### src/hw/rtl/irpw_pkg.sv
`timescale 1ns / 1ps

package irpw_pkg;

	// Register indexes on the configuration port
	localparam int unsigned CFG_IDX_W = 2;
	localparam logic [CFG_IDX_W-1:0] REG_LEADER_MIN    = 2'd0;
	localparam logic [CFG_IDX_W-1:0] REG_LEADER_MAX    = 2'd1;
	localparam logic [CFG_IDX_W-1:0] REG_ONE_THRESHOLD = 2'd2;

	// Register reset values
	localparam logic [7:0] LEADER_MIN_RST    = 8'd9;
	localparam logic [7:0] LEADER_MAX_RST    = 8'd16;
	localparam logic [7:0] ONE_THRESHOLD_RST = 8'd7;

	// Data slots 1..32 map onto bits 0..31
	localparam int unsigned DATA_BITS = 32;

	typedef struct packed {
		logic [7:0] leader_min;
		logic [7:0] leader_max;
		logic [7:0] one_threshold;
	} cfg_t;

	typedef struct packed {
		logic       frame_ready;
		logic [7:0] byte_zero;
		logic [7:0] byte_one;
		logic [7:0] byte_two;
		logic [7:0] byte_three;
	} result_t;

	typedef struct packed {
		logic armed;
		logic slot_zero;
	} dec_status_t;

	typedef struct packed {
		logic main_valid;
		logic skid_valid;
	} buf_status_t;

endpackage

### src/hw/rtl/irpw_edge_if.sv
`timescale 1ns / 1ps

interface irpw_edge_if;
	logic       valid;
	logic       ready;
	logic [7:0] pulse_width;

	modport source (output valid, output pulse_width, input ready);
	modport sink (input valid, input pulse_width, output ready);
endinterface

### src/hw/rtl/irpw_frame_if.sv
`timescale 1ns / 1ps

interface irpw_frame_if;
	logic       valid;
	logic       ready;
	logic       frame_ready;
	logic [7:0] byte_zero;
	logic [7:0] byte_one;
	logic [7:0] byte_two;
	logic [7:0] byte_three;

	modport source (
		output valid, output frame_ready, output byte_zero, output byte_one,
		output byte_two, output byte_three, input ready
	);
	modport sink (
		input valid, input frame_ready, input byte_zero, input byte_one,
		input byte_two, input byte_three, output ready
	);
endinterface

### src/hw/rtl/irpw_slot_decoder.sv
`timescale 1ns / 1ps

module irpw_slot_decoder #(
	parameter int unsigned FRAME_SLOTS = 33
) (
	input  logic                 clk,
	input  logic                 arst_n,
	input  logic                 fire,
	input  logic [7:0]           pulse_width,
	input  irpw_pkg::cfg_t       cfg,
	output irpw_pkg::result_t    res,
	output irpw_pkg::dec_status_t status
);

	localparam int unsigned SLOT_W = $clog2(FRAME_SLOTS);

	logic                           armed_q;
	logic [SLOT_W-1:0]              slot_q;
	logic [irpw_pkg::DATA_BITS-1:0] bits_q;

	logic                           is_leader;
	logic                           is_one;
	logic [6:0]                     slot_eff;
	logic [6:0]                     slot_next;
	logic                           frame_done;
	logic [SLOT_W-1:0]              slot_d;
	logic [irpw_pkg::DATA_BITS-1:0] bits_d;

	always_comb begin
		is_leader  = (pulse_width >= cfg.leader_min) && (pulse_width <= cfg.leader_max);
		is_one     = pulse_width > cfg.one_threshold;
		slot_eff   = is_leader ? 7'd0 : 7'(slot_q);
		// slot 0 is the leader; slots past 32 carry no bit
		for (int k = 0; k < irpw_pkg::DATA_BITS; k++) begin
			bits_d[k] = (slot_eff == 7'(k + 1)) ? is_one : bits_q[k];
		end
		slot_next  = slot_eff + 7'd1;
		frame_done = slot_next >= 7'(FRAME_SLOTS);
		slot_d     = frame_done ? '0 : slot_next[SLOT_W-1:0];
	end

	always_comb begin
		res = '0;
		if (armed_q && frame_done) begin
			res.frame_ready = 1'b1;
			res.byte_zero   = bits_d[7:0];
			res.byte_one    = bits_d[15:8];
			res.byte_two    = bits_d[23:16];
			res.byte_three  = bits_d[31:24];
		end
	end

	always_ff @(posedge clk or negedge arst_n) begin
		if (!arst_n) begin
			armed_q <= 1'b0;
			slot_q  <= '0;
			bits_q  <= '0;
		end else if (fire) begin
			armed_q <= 1'b1;
			if (armed_q) begin
				slot_q <= slot_d;
				bits_q <= bits_d;
			end
		end
	end

	assign status.armed     = armed_q;
	assign status.slot_zero = (slot_q == '0);

endmodule

### src/hw/rtl/irpw_out_skid.sv
`timescale 1ns / 1ps

module irpw_out_skid (
	input  logic                 clk,
	input  logic                 arst_n,
	input  logic                 push,
	input  irpw_pkg::result_t    din,
	output logic                 can_push,
	output irpw_pkg::buf_status_t status,
	irpw_frame_if.source         frames
);

	logic              main_valid_q;
	logic              skid_valid_q;
	irpw_pkg::result_t main_q;
	irpw_pkg::result_t skid_q;
	logic              pop;
	logic              main_free;

	assign pop       = main_valid_q && frames.ready;
	assign main_free = !main_valid_q || pop;
	assign can_push  = !skid_valid_q;

	always_ff @(posedge clk or negedge arst_n) begin
		if (!arst_n) begin
			main_valid_q <= 1'b0;
			skid_valid_q <= 1'b0;
		end else if (main_free) begin
			if (skid_valid_q) begin
				main_valid_q <= 1'b1;
				skid_valid_q <= 1'b0;
			end else begin
				main_valid_q <= push;
			end
		end else if (push) begin
			skid_valid_q <= 1'b1;
		end
	end

	always_ff @(posedge clk) begin
		if (main_free) begin
			main_q <= skid_valid_q ? skid_q : din;
		end
		if (!main_free && push) begin
			skid_q <= din;
		end
	end

	assign frames.valid       = main_valid_q;
	assign frames.frame_ready = main_q.frame_ready;
	assign frames.byte_zero   = main_q.byte_zero;
	assign frames.byte_one    = main_q.byte_one;
	assign frames.byte_two    = main_q.byte_two;
	assign frames.byte_three  = main_q.byte_three;

	assign status.main_valid = main_valid_q;
	assign status.skid_valid = skid_valid_q;

endmodule

### src/hw/rtl/ir_pulse_width_frame_decoder.sv
`timescale 1ns / 1ps
// Each edge transfer registers its result in the output buffer (result register or skid entry).
// One edge per cycle while the skid entry is free; slot compare and bit update are combinational.
// A two-entry output buffer keeps edges flowing while one result waits.
// Reset (arst_n low, asynchronous): decoder unarmed, slot 0, stored bits cleared,
// output buffer empty, registers back to leader 9..16 and threshold 7.

module ir_pulse_width_frame_decoder #(
	// number of slots in a frame, the leader slot included (9..64)
	parameter int unsigned FRAME_SLOTS = 33
) (
	input  logic                                clk,
	input  logic                                arst_n,
	// configuration write port, no read-back
	input  logic                                cfg_we,
	input  logic [irpw_pkg::CFG_IDX_W-1:0]      cfg_index,
	input  logic [7:0]                          cfg_wdata,
	// edge stream in, frame results out
	irpw_edge_if.sink                           edges,
	irpw_frame_if.source                        frames
);

	irpw_pkg::cfg_t        cfg_q;
	irpw_pkg::result_t     res;
	irpw_pkg::dec_status_t dec_status;
	irpw_pkg::buf_status_t buf_status;
	logic                  can_push;
	logic                  fire;

	// Configuration registers. Writes to unused indexes are dropped.
	always_ff @(posedge clk or negedge arst_n) begin
		if (!arst_n) begin
			cfg_q.leader_min    <= irpw_pkg::LEADER_MIN_RST;
			cfg_q.leader_max    <= irpw_pkg::LEADER_MAX_RST;
			cfg_q.one_threshold <= irpw_pkg::ONE_THRESHOLD_RST;
		end else if (cfg_we) begin
			unique case (cfg_index)
				irpw_pkg::REG_LEADER_MIN:    cfg_q.leader_min    <= cfg_wdata;
				irpw_pkg::REG_LEADER_MAX:    cfg_q.leader_max    <= cfg_wdata;
				irpw_pkg::REG_ONE_THRESHOLD: cfg_q.one_threshold <= cfg_wdata;
				default: ;
			endcase
		end
	end

	// An edge transfers whenever the skid slot is free, so a stalled
	// result consumer costs one more edge of slack before we push back.
	assign edges.ready = can_push;
	assign fire        = edges.valid && can_push;

	// Slot counter, leader detect and bit store; result is combinational
	// from the incoming width and the current state.
	irpw_slot_decoder #(
		.FRAME_SLOTS (FRAME_SLOTS)
	) u_decoder (
		.clk         (clk),
		.arst_n      (arst_n),
		.fire        (fire),
		.pulse_width (edges.pulse_width),
		.cfg         (cfg_q),
		.res         (res),
		.status      (dec_status)
	);

	// Result register plus skid entry toward the frame consumer.
	irpw_out_skid u_out (
		.clk      (clk),
		.arst_n   (arst_n),
		.push     (fire),
		.din      (res),
		.can_push (can_push),
		.status   (buf_status),
		.frames   (frames)
	);

`ifndef SYNTHESIS
	// The arming edge never completes a frame.
	a_no_frame_unarmed: assert property (@(posedge clk) disable iff (!arst_n)
		(fire && !dec_status.armed) |-> !res.frame_ready)
		else $error("frame given on arming edge");

	// Any transfer leaves the decoder armed.
	a_armed_after_edge: assert property (@(posedge clk) disable iff (!arst_n)
		fire |=> dec_status.armed)
		else $error("decoder not armed after edge");

	// A completed frame restarts the slot count.
	a_slot_wrap: assert property (@(posedge clk) disable iff (!arst_n)
		(fire && res.frame_ready) |=> dec_status.slot_zero)
		else $error("slot index not restarted after frame");

	// The skid entry only fills behind a held result.
	a_skid_order: assert property (@(posedge clk) disable iff (!arst_n)
		buf_status.skid_valid |-> buf_status.main_valid)
		else $error("skid entry valid with empty result register");
`endif

endmodule
### src/flat_wrapper.sv
// flat-port wrapper written by rule: the top's interface ports become plain ports
module ir_pulse_width_frame_decoder_flat 
#(
	                                                               
	parameter int unsigned FRAME_SLOTS = 33
)
  (clk, arst_n, cfg_we, cfg_index, cfg_wdata, edges_valid, edges_pulse_width, edges_ready, frames_valid, frames_frame_ready, frames_byte_zero, frames_byte_one, frames_byte_two, frames_byte_three, frames_ready);
  irpw_edge_if edges_i ();
  irpw_frame_if frames_i ();
  input  logic clk;
  input  logic arst_n;
  input  logic cfg_we;
  input  logic [irpw_pkg::CFG_IDX_W-1:0] cfg_index;
  input  logic [7:0] cfg_wdata;
  input wire logic [$bits(edges_i.valid)-1:0] edges_valid;
  input wire logic [$bits(edges_i.pulse_width)-1:0] edges_pulse_width;
  output wire logic [$bits(edges_i.ready)-1:0] edges_ready;
  output wire logic [$bits(frames_i.valid)-1:0] frames_valid;
  output wire logic [$bits(frames_i.frame_ready)-1:0] frames_frame_ready;
  output wire logic [$bits(frames_i.byte_zero)-1:0] frames_byte_zero;
  output wire logic [$bits(frames_i.byte_one)-1:0] frames_byte_one;
  output wire logic [$bits(frames_i.byte_two)-1:0] frames_byte_two;
  output wire logic [$bits(frames_i.byte_three)-1:0] frames_byte_three;
  input wire logic [$bits(frames_i.ready)-1:0] frames_ready;
  assign edges_i.valid = edges_valid;
  assign edges_i.pulse_width = edges_pulse_width;
  assign edges_ready = edges_i.ready;
  assign frames_valid = frames_i.valid;
  assign frames_frame_ready = frames_i.frame_ready;
  assign frames_byte_zero = frames_i.byte_zero;
  assign frames_byte_one = frames_i.byte_one;
  assign frames_byte_two = frames_i.byte_two;
  assign frames_byte_three = frames_i.byte_three;
  assign frames_i.ready = frames_ready;
  ir_pulse_width_frame_decoder #(.FRAME_SLOTS(FRAME_SLOTS)) u_core (.clk(clk), .arst_n(arst_n), .cfg_we(cfg_we), .cfg_index(cfg_index), .cfg_wdata(cfg_wdata), .edges(edges_i), .frames(frames_i));
endmodule
### config.mk
export PLATFORM = sky130hd
export DESIGN_NAME = ir_pulse_width_frame_decoder_flat
export DESIGN_NICKNAME = d
export VERILOG_FILES = /design/src/hw/rtl/irpw_pkg.sv /design/src/hw/rtl/irpw_edge_if.sv /design/src/hw/rtl/irpw_frame_if.sv /design/src/hw/rtl/irpw_slot_decoder.sv /design/src/hw/rtl/irpw_out_skid.sv /design/src/hw/rtl/ir_pulse_width_frame_decoder.sv /design/src/flat_wrapper.sv
export SDC_FILE = /design/constraint.sdc
export NUM_CORES = 1
export LEC_CHECK = 0
export ABC_AREA = 1
export BUFFER_PORTS_ARGS = -buffer_cell sky130_fd_sc_hd__clkbuf_2
export CAP_MARGIN = 30
export CORE_MARGIN = 2
export CORE_UTILIZATION = 45
export DETAILED_ROUTE_END_ITERATION = 10
export HOLD_SLACK_MARGIN = 0.08
export PLACE_DENSITY_LB_ADDON = 0.15
export SKIP_CTS_REPAIR_TIMING = 1
export SYNTH_ARGS = -nofsm -noshare
export SYNTH_HDL_FRONTEND = slang
export SYNTH_SLANG_ARGS = --single-unit
### constraint.sdc
create_clock -name clk -period 7.6 [get_ports clk]
set_input_delay 0.38 -clock clk [delete_from_list [all_inputs] [get_ports clk]]
set_output_delay 0.38 -clock clk [all_outputs]
set_load 0.01 [all_outputs]
==> run summary <==
Final period util - 58.7%
Final Hold Viols - 0
DRT antenna net count - 0
Core Region - 0.0146 mm²
Syn_area_per_cell - 8.73 µm²
Pin count of the biggest net entering global routing - 66
FF+latch area - 0.00362 mm²
Wire per inst - 13.7 µm
VDD IR max - 0.139 mV
Clock root buffer - clkbuf_16
Final Critical Period - 4.46 ns
Final TNS setup - 0 ns
Top-area cell type share of the netlist area - 29.3%
Fin. max-slew vios - 0
Nets@finish - 874
Die area - 0.0160 mm²
Sequential area share after synthesis - 53.4%
CTS tree - done
Setup ws final - 3.14 ns
Final setup viols - 0
Worst Reg-to-Reg Cells - 22
HP Class - in2async
RSZ-0062 raised after global routing - false
Die Span Y - 127 µm
Area leader, netlist - edfxtp_1
Fill cells - 1324
Commonest non-fill, non-tap cell in the layout - nand2_1
Worst Setup SP - u_core.cfg_q[19]
Outcome - finished clean
Worst Max-Slew Pin Slew - 0.843 ns
Post-place setup slack - 3.10 ns
Critical Path AT - 4.61 ns
GRT Util Overall - 18.9%
Vias - 5056
Clock skew - 0.00565 ns
Placement Rows - 44
Die Span X - 127 µm
Cells after synthesis - 775
YS warnings - 0
Count of state elements after synthesis - 131
Fraction of layout cells with a size suffix above 1 - 16.4%
Req. time, crit path - 7.75 ns
CP endpoint - u_core.u_out.frames.frame_ready
Total CTS buffers - 17
CTS HTree Levels - 4
Crit-path max FO - 39
Initial DRC Count - 394
Area of the mapped netlist - 0.00677 mm²
# DRC - 0
Max Cap Violations - 0
Initial Utilization - 46.4%
Vias in the first global route - 5104
Clock buffer depth - 2
Antenna violations before repair - 0
Drt pass-1 iters - 5
Grt ovf - 0
Leakage - 3.58 nW
Worst setup EP type - flop
Multi-input logic area - 0.00253 mm²
Antenna diodes - 0
Area contributors post-synth - edfxtp_1 29%, dfrtp_1 22%, nand2_1 12%
Port Buffers - 57
First-pass GRT wire length - 23.9 mm
Startpoint types - flop
Slew HR - 43.8%
Most frequent cells in the layout - 222 x nand2_1, 111 x inv_1, 73 x o21ai_0
Final HPWL DP - 9.45 mm
Routability congestion estimate - 0.831
Area delta synth->final - 14.7%
Reg clk slew, reported paths - 0.06 ns
Post-Route WL - 14.0 mm
Clk_lat worst skew - 0.42 ns
Critical R2R Launch - u_core.cfg_q[19]
Syn_nets - 827
Crit Path Class - reg2reg
CTS Sinks - 131
Worst R2R End - u_core.u_out.frames.frame_ready
Fmax - 0.224 GHz
Pwr/cell area - 290 mW/mm²
R2R Setup Slk - 3.14 ns
Distinct cell type count after synthesis - 27
Vias/cell - 4.96
I/O pins - 58
## power by group
part	switching (W)	internal, W
clock	0.000311	0.000545
sequential	0.0000506	0.000864
combinational	0.000329	0.000154
total	0.000690	0.00156
## stage by stage
stage                     instances  util [%]  total power [W]  instance area, µm²  hold slack (ns)
after floorplan                 775         -          0.00128                6770           0.0844
after global placement          987      49.0          0.00139                7150            0.468
after detailed placement        987      49.0          0.00141                7150            0.474
final                          1019      53.2          0.00225                7760            0.147
after CTS                      1019      53.2          0.00227                7760            0.177
after global routing           1019      53.2          0.00239                7760            0.220
## sequential cells by signal, summed over array words and instances (netlist names), 6 cells and up
name	count
u_core.cfg_q	24
u_core.u_decoder.bits_q	32
u_core.u_decoder.slot_q	6
u_core.u_out.frames.byte_one	8
u_core.u_out.frames.byte_three	8
u_core.u_out.frames.byte_two	8
u_core.u_out.frames.byte_zero	8
u_core.u_out.skid_q	33
## layer usage
metal | global-route usage [%] | vias to the layer above | routed length [µm]
met5 | 0 | - | 0
li1 | - | 2602 | -
met1 | 23.5 | 2330 | 6510
met4 | 8.40 | 0 | 329
met3 | 3.71 | 27 | 405
met2 | 31.9 | 97 | 6730
## logic make-up (layout without fill, tap and decap cells)
group,after synthesis,in the layout,synth area share [%]
adder cells (fa/ha/maj),29,29,5.36
flip-flops,131,131,53.4
AND/OR/NAND/NOR,357,357,23.3
buffers and inverters,152,212,9.28
AO/OA/AOI/OAI,106,106,8.67
## synthesized netlist by cell type
cell      instances
a21o_1            2
o21ai_1           7
o21ai_0          73
a21oi_1           7
inv_1           111
ha_1             29
nand2_1         222
nor2_1           60
nand3_2           1
buf_6             6
nor2_2            2
edfxtp_1         66
nand3_1          13
nand2_2           4
dfstp_2           6
buf_2            10
or2_2             1
inv_2             4
clkinv_1          1
clkbuf_1         20
dfrtp_1          59
nand4_1          42
o211ai_1          2
o21ai_2          11
nand2_4           1
o22ai_1           4
nor2_4           11
## worst min-delay path by stage
| stage | startpoint | endpoint | slack, ns | depth (start not counted) |
|---|---|---|---|---|
| floorplan | arst_n | u_core.cfg_q[10] | 0.08 | 0 |
| global placement | u_core.cfg_q[3] | u_core.cfg_q[3] | 0.47 | 2 |
| detailed placement | u_core.cfg_q[13] | u_core.cfg_q[13] | 0.47 | 2 |
| CTS | arst_n | u_core.cfg_q[15] | 0.18 | 2 |
| global route | edges_valid | u_core.u_out.frames.valid | 0.22 | 3 |
| finish | arst_n | u_core.cfg_q[7] | 0.15 | 2 |
## layout make-up
cell class	instances	share of cell area [%]
clock inverters	15	2.43
repair buffers	64	4.35
multi-input cells	492	32.6
inverters	116	5.61
clock buffers	17	5.48
flip-flops and latches	131	46.6
well taps	184	2.97
## worst max-delay path, stage by stage (launching register included)
cell and delay [ns]:
dfstp_2 0.53, inv_1 0.04, ha_1 0.29, nand2_1 0.07
inv_1 0.05, nand2_1 0.06, nand2_1 0.05, nand2_1 0.06
nand3_1 0.08, nand2_2 0.24, inv_1 0.07, nor2_1 0.19
inv_1 0.11, ha_1 0.30, or2_2 0.28, nor2_1 0.11
nand3_1 0.08, nor2_1 0.09, nand2_1 0.06, nand2_1 0.06
nand2_2 0.43, nand2_2 0.75, o21ai_0 0.14
(Power assumes the default switching activity.)
